===== src/hdl/lbp_pkg.sv =====
// Shared types and constants of the LSB-first bit packer.
// Used by lbp_in_stage, lbp_emitter and lsb_first_bit_packer; no dependencies.
package lbp_pkg;

    // Input field widths
    localparam int OPCODE_W = 2;
    localparam int VALUE_W  = 63;
    localparam int LEN_W    = 6;

    // Output field widths
    localparam int WORD_W   = 32;
    localparam int INDEX_W  = 27;
    localparam int POS_W    = 32;

    // Stream word widths, padded to whole bytes
    localparam int S_TDATA_W = 72;
    localparam int M_TDATA_W = 96;

    typedef enum logic [OPCODE_W-1:0] {
        OP_APPEND = 2'd0,
        OP_PEEK   = 2'd1,
        OP_CLEAR  = 2'd2
    } lbp_opcode_t;

    typedef enum logic {
        KIND_WORD   = 1'b0,
        KIND_STATUS = 1'b1
    } lbp_kind_t;

    // One input word as it travels from the input register to the emitter
    typedef struct packed {
        logic [OPCODE_W-1:0] opcode;
        logic [VALUE_W-1:0]  value;
        logic [LEN_W-1:0]    width;
    } lbp_item_t;

endpackage


===== src/hdl/lbp_in_stage.sv =====
// Input register of the bit packer: one-entry pipeline register on the slave side.
// Depends on lbp_pkg for the item struct.
module lbp_in_stage (
    input  logic              aclk,
    input  logic              aresetn,
    input  logic              in_valid,
    output logic              in_ready,
    input  lbp_pkg::lbp_item_t in_item,
    output logic              out_valid,
    input  logic              out_ready,
    output lbp_pkg::lbp_item_t out_item
);
    import lbp_pkg::*;

    logic      valid_reg;
    logic      valid_next;
    lbp_item_t item_reg;

    // Take a new word whenever the register is empty or drains this cycle
    assign in_ready  = !valid_reg || out_ready;
    assign out_valid = valid_reg;
    assign out_item  = item_reg;

    always_comb begin
        valid_next = valid_reg;
        if (in_valid && in_ready) begin
            valid_next = 1'b1;
        end else if (out_ready) begin
            valid_next = 1'b0;
        end
    end

    always_ff @(posedge aclk) begin
        if (!aresetn) begin
            valid_reg <= 1'b0;
        end else begin
            valid_reg <= valid_next;
        end
    end

    // Capture payload on accept
    always_ff @(posedge aclk) begin
        if (in_valid && in_ready) begin
            item_reg <= in_item;
        end
    end

endmodule


===== src/hdl/lbp_emitter.sv =====
// Packing accumulator and result serializer of the bit packer.
// Holds the stream state and drives one result word per cycle while m_tready is high; depends on lbp_pkg.
module lbp_emitter #(
    parameter int WORD_BITS = 32
) (
    input  logic                        aclk,
    input  logic                        aresetn,
    input  logic                        in_valid,
    output logic                        in_ready,
    input  lbp_pkg::lbp_item_t          in_item,
    output logic                        m_tvalid,
    input  logic                        m_tready,
    output logic [lbp_pkg::M_TDATA_W-1:0] m_tdata,
    output logic                        m_tuser,
    output logic                        m_tlast
);
    import lbp_pkg::*;

    // Accumulator must hold a partial word plus the widest append
    localparam int ACC_W = WORD_BITS - 1 + VALUE_W;
    localparam int TOT_W = $clog2(ACC_W + 1);

    logic [ACC_W-1:0]   acc_reg,   acc_next;
    logic [TOT_W-1:0]   total_reg, total_next;
    logic [INDEX_W-1:0] count_reg, count_next;
    logic               busy_reg,  busy_next;
    logic               peek_reg,  peek_next;
    logic               err_reg,   err_next;

    logic               word_pending;
    logic               status_now;
    logic               load;
    logic [VALUE_W-1:0] value_mask;
    logic [VALUE_W-1:0] value_masked;
    logic [WORD_W-1:0]  word_field;
    logic [POS_W-1:0]   pos_field;
    lbp_kind_t          kind;

    // Full words go out first, then a peeked partial word, then the status word
    assign word_pending = total_reg >= TOT_W'(WORD_BITS);
    assign status_now   = !word_pending && !peek_reg;
    assign in_ready     = !busy_reg || (m_tready && status_now);
    assign load         = in_valid && in_ready;

    // Keep only the low width bits of the appended value
    assign value_mask   = ~({VALUE_W{1'b1}} << in_item.width);
    assign value_masked = in_item.value & value_mask;

    // Result fields
    assign kind       = status_now ? KIND_STATUS : KIND_WORD;
    assign word_field = status_now ? '0 : WORD_W'(acc_reg[WORD_BITS-1:0]);
    assign pos_field  = status_now
                        ? (POS_W'(count_reg) * POS_W'(WORD_BITS) + POS_W'(total_reg))
                        : '0;

    assign m_tvalid = busy_reg;
    assign m_tuser  = kind;
    assign m_tlast  = status_now;
    assign m_tdata  = {3'b000,
                       status_now && err_reg,
                       pos_field,
                       !word_pending && peek_reg,
                       count_reg,
                       word_field};

    // Advance the serializer and load the next item
    always_comb begin
        acc_next   = acc_reg;
        total_next = total_reg;
        count_next = count_reg;
        busy_next  = busy_reg;
        peek_next  = peek_reg;
        err_next   = err_reg;

        if (busy_reg && m_tready) begin
            if (word_pending) begin
                acc_next   = acc_reg >> WORD_BITS;
                total_next = total_reg - TOT_W'(WORD_BITS);
                count_next = count_reg + INDEX_W'(1);
            end else if (peek_reg) begin
                peek_next = 1'b0;
            end else begin
                busy_next = 1'b0;
            end
        end

        if (load) begin
            busy_next = 1'b1;
            err_next  = 1'b0;
            peek_next = 1'b0;
            case (in_item.opcode)
                OP_APPEND: begin
                    if (in_item.width == '0) begin
                        err_next = 1'b1;
                    end else begin
                        acc_next   = acc_reg | (ACC_W'(value_masked) << total_reg);
                        total_next = total_reg + TOT_W'(in_item.width);
                    end
                end
                OP_PEEK: begin
                    peek_next = total_reg != '0;
                end
                OP_CLEAR: begin
                    acc_next   = '0;
                    total_next = '0;
                    count_next = '0;
                end
                default: begin
                end
            endcase
        end
    end

    always_ff @(posedge aclk) begin
        if (!aresetn) begin
            acc_reg   <= '0;
            total_reg <= '0;
            count_reg <= '0;
            busy_reg  <= 1'b0;
            peek_reg  <= 1'b0;
            err_reg   <= 1'b0;
        end else begin
            acc_reg   <= acc_next;
            total_reg <= total_next;
            count_reg <= count_next;
            busy_reg  <= busy_next;
            peek_reg  <= peek_next;
            err_reg   <= err_next;
        end
    end

`ifndef NO_ASSERTIONS
    // Between items the accumulator holds less than one word
    a_idle_partial: assert property (@(posedge aclk) disable iff (!aresetn)
        !busy_reg |-> total_reg < TOT_W'(WORD_BITS))
        else $error("idle with a complete word left in the accumulator");

    // A peek is pending only for a nonempty partial word
    a_peek_partial: assert property (@(posedge aclk) disable iff (!aresetn)
        peek_reg |-> (total_reg != '0) && (total_reg < TOT_W'(WORD_BITS)) && busy_reg)
        else $error("peek pending without a partial word");

    // Each full word taken advances the word count by one
    a_count_step: assert property (@(posedge aclk) disable iff (!aresetn)
        (busy_reg && m_tready && word_pending) |=>
            count_reg == $past(count_reg) + INDEX_W'(1))
        else $error("word count did not advance after a full word");

    // A new item is loaded only when the status word leaves or the unit is idle
    a_load_gap: assert property (@(posedge aclk) disable iff (!aresetn)
        (busy_reg && !(m_tready && status_now)) |-> !in_ready)
        else $error("item loaded while results still pending");
`endif

endmodule


===== src/hdl/lsb_first_bit_packer.sv =====
// Top level of the LSB-first bit packer: input register feeding the emitter.
// Depends on lbp_pkg, lbp_in_stage and lbp_emitter.
//
// Usage:
//   Slave channel s_*: one word per command. s_tuser carries the opcode
//   (append, peek, clear); s_tdata carries the value and the bit count.
//   Master channel m_*: result words. Each append gives one word for every
//   WORD_BITS-bit word it completes, a peek gives the zero-padded partial word
//   if any bits are pending, and every command ends with one status word
//   (m_tuser high, m_tlast high) holding the word count and bit position.
//   The first result word is presented once the command has passed the input
//   register and been loaded into the emitter's registers.
//   Throughput: one result word per cycle while m_tready is high, limited
//   by the single result channel of the emitter; a command gives up to 3
//   results at WORD_BITS = 32. The next command is loaded in the cycle
//   its predecessor's status word is taken, so commands follow back to back.
//   Reset clears the stream: no partial bits, word count zero, no results.
//   When the receiver holds m_tready low the current result holds steady and
//   the input register fills, then s_tready drops.
module lsb_first_bit_packer #(
    parameter int WORD_BITS = 32
) (
    input  logic                           aclk,
    input  logic                           aresetn,
    input  logic                           s_tvalid,
    output logic                           s_tready,
    // s_tdata, low bit up: value[62:0], width[68:63], zero pad[71:69]
    input  logic [lbp_pkg::S_TDATA_W-1:0]  s_tdata,
    // s_tuser: opcode[1:0]
    input  logic [lbp_pkg::OPCODE_W-1:0]   s_tuser,
    output logic                           m_tvalid,
    input  logic                           m_tready,
    // m_tdata, low bit up: word[31:0], word_index[58:32], is_partial[59],
    // bit_position[91:60], error[92], zero pad[95:93]
    output logic [lbp_pkg::M_TDATA_W-1:0]  m_tdata,
    // m_tuser: kind (0 word, 1 status)
    output logic                           m_tuser,
    // m_tlast: last result of a command
    output logic                           m_tlast
);
    import lbp_pkg::*;

    lbp_item_t s_item;
    lbp_item_t q_item;
    logic      q_valid;
    logic      q_ready;

    assign s_item.opcode = s_tuser;
    assign s_item.value  = s_tdata[VALUE_W-1:0];
    assign s_item.width  = s_tdata[VALUE_W+LEN_W-1:VALUE_W];

    lbp_in_stage u_in_stage (
        .aclk      (aclk),
        .aresetn   (aresetn),
        .in_valid  (s_tvalid),
        .in_ready  (s_tready),
        .in_item   (s_item),
        .out_valid (q_valid),
        .out_ready (q_ready),
        .out_item  (q_item)
    );

    lbp_emitter #(
        .WORD_BITS (WORD_BITS)
    ) u_emitter (
        .aclk     (aclk),
        .aresetn  (aresetn),
        .in_valid (q_valid),
        .in_ready (q_ready),
        .in_item  (q_item),
        .m_tvalid (m_tvalid),
        .m_tready (m_tready),
        .m_tdata  (m_tdata),
        .m_tuser  (m_tuser),
        .m_tlast  (m_tlast)
    );

endmodule


===== config.mk =====
export PLATFORM = sky130hd
export DESIGN_NAME = lsb_first_bit_packer
export DESIGN_NICKNAME = d
export VERILOG_FILES = /design/src/hdl/lbp_pkg.sv /design/src/hdl/lbp_in_stage.sv /design/src/hdl/lbp_emitter.sv /design/src/hdl/lsb_first_bit_packer.sv
export SDC_FILE = /design/constraint.sdc
export NUM_CORES = 1
export LEC_CHECK = 0
export ABC_CLOCK_PERIOD_IN_PS = 8300
export BUFFER_PORTS_ARGS = -buffer_cell sky130_fd_sc_hd__buf_2
export CAP_MARGIN = 15
export CORE_UTILIZATION = 45
export CTS_CLUSTER_DIAMETER = 100
export CTS_CLUSTER_SIZE = 12
export DETAILED_ROUTE_END_ITERATION = 8
export GPL_TIMING_DRIVEN = 1
export PLACE_DENSITY = 0.76
export SLEW_MARGIN = 20
export SYNTH_ARGS = -nofsm -noshare
export SYNTH_HDL_FRONTEND = slang
export SYNTH_SLANG_ARGS = --single-unit

===== constraint.sdc =====
create_clock -name aclk -period 8.3 [get_ports aclk]
set_clock_uncertainty 0.15 [all_clocks]
set_input_delay 1.66 -clock aclk [delete_from_list [all_inputs] [get_ports aclk]]
set_output_delay 1.66 -clock aclk [all_outputs]
set_load 0.01 [all_outputs]

== Yosys cells after proc, flatten, opt, wreduce, memory -nomap -nowiden ==
Cells that the tools add are included.

* Bits in registers: 203
* Bits in latches: 0
* Word-level logic and storage cells: 73
* RAM bits: 0
* Memories: 0
* Input port bits: 78
* ROM bits: 0
* Output and inout port bits: 100

* Order comparisons: 1
* Equality and inequality tests: 4
* Bitwise gates (word level): 3
* Muxes and demuxes: 29
* Add/subtract/negate cells: 4
* Reductions and logical operators: 20
* Shifts and indexed selects: 2
* Divide/modulo/power cells: 0
* Multipliers: 0

{| class="wikitable"
|+ Operator list
! operator !! number
|-
| 94-bit two-way mux || 4
|-
| 94-bit case mux with 2 select lines || 1
|-
| 27-bit two-way mux || 4
|-
| 94-bit OR || 1
|-
| 63-bit by 7-bit << shifter with 94-bit output || 1
|-
| 32-bit two-way mux || 2
|-
| 63-bit AND || 1
|-
| 63-bit NOT || 1
|-
| 63-bit by 6-bit << shifter with 63-bit output, first input constant || 1
|-
| 32-bit by 7-bit adder with 32-bit output || 1
|-
| 7-bit two-way mux || 4
|-
| 27-bit by 1-bit adder with 27-bit output, second input constant || 1
|-
| 7-bit case mux with 2 select lines || 1
|-
| 1-bit two-way mux || 13
|-
| 7-bit by 6-bit adder with 7-bit output || 1
|-
| 7-bit by 6-bit >= comparator with 1-bit output, second input constant || 1
|-
| 1-bit logical AND || 7
|-
| 7-bit nonzero test || 1
|-
| 7-bit by 6-bit subtractor with 7-bit output, second input constant || 1
|-
| 6-bit logical NOT || 1
|-
| 1-bit logical NOT || 4
|-
| 2-bit != test, second input constant || 2
|-
| 2-bit nonzero test || 2
|-
| 3-bit AND reduction || 1
|-
| 5 further kinds || 6
|}

== Depth between registers and ports, before layout ==
* Depth after elaboration: 8
* Gate-level depth with buffers: 13
* Depth with buffers taken out: 9

== Hierarchy ==
Synthesis repeated with hierarchy kept, for this count alone.

* Cell total of the unflattened synthesis: 1895
* Area total of the unflattened synthesis: 15346.0 um^2

{| class="wikitable"
|+ Modules (own cells, without submodules)
! module !! area each (um^2) !! cells an instance !! times used !! seq. area each (um^2)
|-
| lbp_emitter || 13156.4 || 1819 || 1 || 2622.5
|-
| lbp_in_stage || 2189.6 || 76 || 1 || 2152.1
|}

== Least setup slack after synthesis ==
OpenSTA, ideal clock, no wires.

* Path kind: in2reg
* Start point: input port m_tready
* End point: register u_in_stage.item_reg, in the netlist u_in_stage.out_item[0], enable pin
* Library setup time: 0.543 ns
* Stages: 3
* Data required time: 7.607 ns
* Buffers on the path: 1
* Arrival time: 5.848 ns
* Slack: 1.760 ns
* Cell sequence: or4b_1 -> buf_2 -> a31oi_1

* Word-level cells in the longest chain between the ends: 4

{| class="wikitable"
|+ Ends and longest elaborated chain
! what !! line !! text
|-
| start: declaration || lsb_first_bit_packer.sv:32 || <nowiki>input logic m_tready,</nowiki>
|-
| 1-bit logical AND || lbp_emitter.sv:42 || <nowiki>assign in_ready = !busy_reg || (m_tready && status_now);</nowiki>
|-
| 1-bit logical OR || lbp_emitter.sv:42 ||
|-
| 1-bit logical OR || lbp_in_stage.sv:20 || <nowiki>assign in_ready = !valid_reg || out_ready;</nowiki>
|-
| 1-bit logical AND || lbp_in_stage.sv:43 || <nowiki>if (in_valid && in_ready) begin</nowiki>
|-
| end signal: assignment || lbp_in_stage.sv:44 || <nowiki>item_reg <= in_item;</nowiki>
|-
| end: declaration || lbp_in_stage.sv:17 || <nowiki>lbp_item_t item_reg;</nowiki>
|}

No other way between the ends.
A chain may end at the register's enable or synchronous reset.

== Final worst setup path ==
* Start point: register u_emitter.total_reg[5]
* End point: output port m_tdata[87] (netlist bit)

* Word-level cells in the longest chain between the ends: 4
* Elaborated cells between the ends (all ways): 5
* Those cells by class: 1 x add/sub; 1 x order compare; 1 x mux; 2 x reduce/logical

{| class="wikitable"
|+ Ends and longest elaborated chain
! what !! line !! text
|-
| start: declaration || lbp_emitter.sv:24 || <nowiki>logic [TOT_W-1:0] total_reg, total_next;</nowiki>
|-
| start signal: assignment || lbp_emitter.sv:124 || <nowiki>total_reg <= total_next;</nowiki>
|-
| parallel branches: the longest is 3 deep, another holds 32-bit by 7-bit adder with 32-bit output || n/a ||
|-
| 32-bit two-way mux (*) || lbp_emitter.sv:53 || <nowiki>? (POS_W'(count_reg) * POS_W'(WORD_BITS) + POS_W'(total_reg))</nowiki>
|-
| end: declaration || lsb_first_bit_packer.sv:35 || <nowiki>output logic [lbp_pkg::M_TDATA_W-1:0] m_tdata,</nowiki>
|}

Mark *: on every way between the ends.

==> impl_metrics.tcl <==
set metrics [dict create \
    syn_inst 1962 \
    grt_max_degree 94 \
    hold_violations 0 \
    critPathRequiredTime_ps 6490 \
    fill_cells 3348 \
    critPathArrivalTime_ps 3210 \
    cts.path.max_buffers 3 \
    clkSinkCount 203 \
    path_class "reg2out" \
    fp.coreArea_um2 34630 \
    drive_gt1_share_pct 16.75 \
    synth_warnings 0 \
    dr.pass1.iters 9 \
    antenna_found_initial 1 \
    rows 68 \
    die-height_um 189.9 \
    startpoint_type "flop" \
    dp_hpwl_um 46700 \
    gp_congestion 1.023 \
    path_cells "buf_4 -> ha_1 -> fa_1 -> nand3_1 -> nor2_1 -> nand3_1 -> or3_1 -> a21oi_1 -> buf_2" \
    reg2reg_from "u_emitter.total_reg[5]" \
    leakagePower_uw 0.006318 \
    slew_violations 0 \
    portBuffers 171 \
    rr_endpoint "u_emitter.acc_reg[26]" \
    multi_input_area_um2 10270 \
    grt_pass1_vias 15348 \
    syn_avg_cell_area_um2 8.098 \
    via_per_inst 6.992 \
    cts_resized 0 \
    holdPathEnd "u_emitter.err_reg" \
    period_minus_slack_ps 5024 \
    yosysSeqAreaShare_pct 30.05 \
    grt_pass1_wl_um 96600 \
    root_buffer "clkbuf_16" \
    largest_reg_flops 94 \
    slew_headroom_pct 20.82 \
    ys_async_sr_fraction_pct 0 \
    cellPowerDensity_nw_per_um2 140.3 \
    cts_hold_buffers 0 \
    synth_cell_types 100 \
    cap_violations 0 \
    postRouteAntennaNets 0 \
    nets 2107 \
    wl_per_cell_um 26.31 \
    rrSetupSlack_ps 3970 \
    synth-edff-count 71 \
    end_kind "output port" \
    vias 17341 \
    clk_pin_slew_ps 60 \
    setup_violations 0 \
    cts_inserted_buffers 21 \
    fin_crit_sh_pct 60.53 \
    cts_tree "yes" \
    seq_area_um2 4783 \
    initial_core_util_pct 45.88 \
    synthToLayoutAreaGrowth_pct 9.670 \
    status "complete, but fails checks" \
    worstHoldPathType "reg2reg" \
    htreeDepth 1 \
    ioPinCount 178 \
    worst_slew_pin_slew_ps 1186 \
    synth_area_um2 15890 \
    cpMaxStageDelayCell "buf_4" \
    fp.dieW_um 189.9 \
    cp_common_cell "nand3_1" \
    ys_seq_elements 203 \
    violations "design-rule violations" \
    insertion_delay_ps 540 \
    grt.total_usage_pct 34.90 \
    ir_worst_vdd_mv 0.1967 \
    ff2ff_path_depth 9 \
    worstHoldStart "u_emitter.err_reg" \
    synthFlopType "dfxtp_1" \
    cpPeakStageDelay_ps 380 \
    cp_max_fo 30 \
    drtIter0Drc 2423 \
    clock.fmax_mhz 199.0 \
    drc_errors 17 \
    drt-total-wl_um 65250 \
    rsz0062_at_grt "no" \
    setup_tns_ps 0 \
    post_cts_buffers 0 \
    utilization_pct 50.32 \
    min_path_cells 2 \
    die_area_um2 36060 \
    gr-total-overflow 0 \
]
## power by group
group          leakage (µW)  total, µW  internal (µW)  switching, µW
clock network      0.000288        889            479            409
registers           0.00176       1080           1060           23.5
logic               0.00427        472            145            327
total               0.00632       2440           1680            759
## stage by stage
stage | setup WS [ps] | instances | hold slack (ps) | area (µm²) | power, µW
floorplan | 1760 | 1964 | 275.9 | 15900 | 1390
global placement | 2983 | 2450 | 294.2 | 16830 | 1547
detailed placement | 2989 | 2450 | 303.0 | 16830 | 1551
CTS | 3363 | 2479 | 311.4 | 17420 | 2425
global route | 3108 | 2479 | 339.1 | 17420 | 2503
finish | 3276 | 2480 | 309.7 | 17430 | 2444
## cells in the mapped netlist, types with 28 or more instances
cell type / instances / share of area [%]
mux2i_1: 68 / 4.3
o21ai_0: 128 / 4.0
a211oi_1: 28 / 1.3
nor3_1: 46 / 1.4
edfxtp_1: 71 / 13
nor2_1: 203 / 4.8
clkbuf_1: 103 / 2.4
o211ai_1: 36 / 1.7
nand2_1: 215 / 5.1
nand3_1: 40 / 1.3
and2_1: 54 / 2.1
dfxtp_1: 132 / 17
a21oi_1: 123 / 3.9
buf_2: 37 / 1.2
mux2_2: 30 / 2.1
a22oi_1: 31 / 1.5
o22ai_1: 30 / 1.2
## how the worst max path moves through the flow
stage | end | slack [ps] | start
after floorplan | u_in_stage.out_item[0] | 1760 | m_tready
after global placement | u_emitter.acc_reg[26] | 2980 | m_tready
after detailed placement | u_emitter.acc_reg[26] | 2990 | m_tready
after CTS | m_tdata[87] | 3360 | u_emitter.total_reg[5]
after global routing | m_tdata[87] | 3110 | u_emitter.total_reg[5]
final | m_tdata[87] | 3280 | u_emitter.total_reg[5]
## layout make-up
| class | count | share of cell area, % |
|---|---|---|
| Tap cell | 455 | 3.267 |
| Antenna cell | 1 | 0.01436 |
| Multi-Input combinational cell | 1565 | 58.95 |
| Timing Repair Buffer | 209 | 6.548 |
| Inverter | 18 | 0.3877 |
| Clock buffer | 27 | 3.267 |
| Clock inverter | 2 | 0.1149 |
| Sequential cell | 203 | 27.45 |
## per-layer routing
layer  part of all wire [%]  track usage [%]
met4                    5.5            17.49
met5                  0.041                0
met2                     43            52.91
met1                     40            46.39
met3                     12            7.969
## worst max-delay path: cells and delay by family (launching register included)
family	cells	cell delay, ps
flip-flops	1	300
AND/OR/NAND/NOR	4	1100
AO/OA/AOI/OAI	1	220
adder cells (fa/ha/maj)	2	490
buffers and inverters	2	550
## logic make-up (layout without fill, tap and decap cells)
family / after synthesis / count (layout) / share of synthesized area (%)
AOI/OAI and AO/OA: 696 / 696 / 31.18
xor gates and xnor gates: 45 / 45 / 2.481
adders and majority gates: 11 / 11 / 0.9607
buffers and inverters: 196 / 256 / 5.512
DFF: 203 / 203 / 30.05
muxes: 120 / 120 / 9.426
other: 1 / 4 / 0.02360
and+or+nand+nor: 690 / 690 / 20.36
## cell usage in the layout (no fill, tap or decap), types with 23 or more instances in the layout
master / n
a221oi_1: 23
and2_1: 54
nor3_1: 46
a211oi_1: 28
dfxtp_1: 127
o21ai_0: 128
buf_4: 38
o221ai_1: 23
o211ai_1: 36
nand2_1: 215
xor2_1: 24
o22ai_1: 30
nor2_1: 199
mux2i_1: 68
mux2_2: 30
a31oi_1: 26
nand3_1: 40
a21oi_1: 123
and3_1: 26
edfxtp_1: 71
a22oi_1: 31
buf_2: 171
No activity file was read; power rests on OpenSTA's default activity.
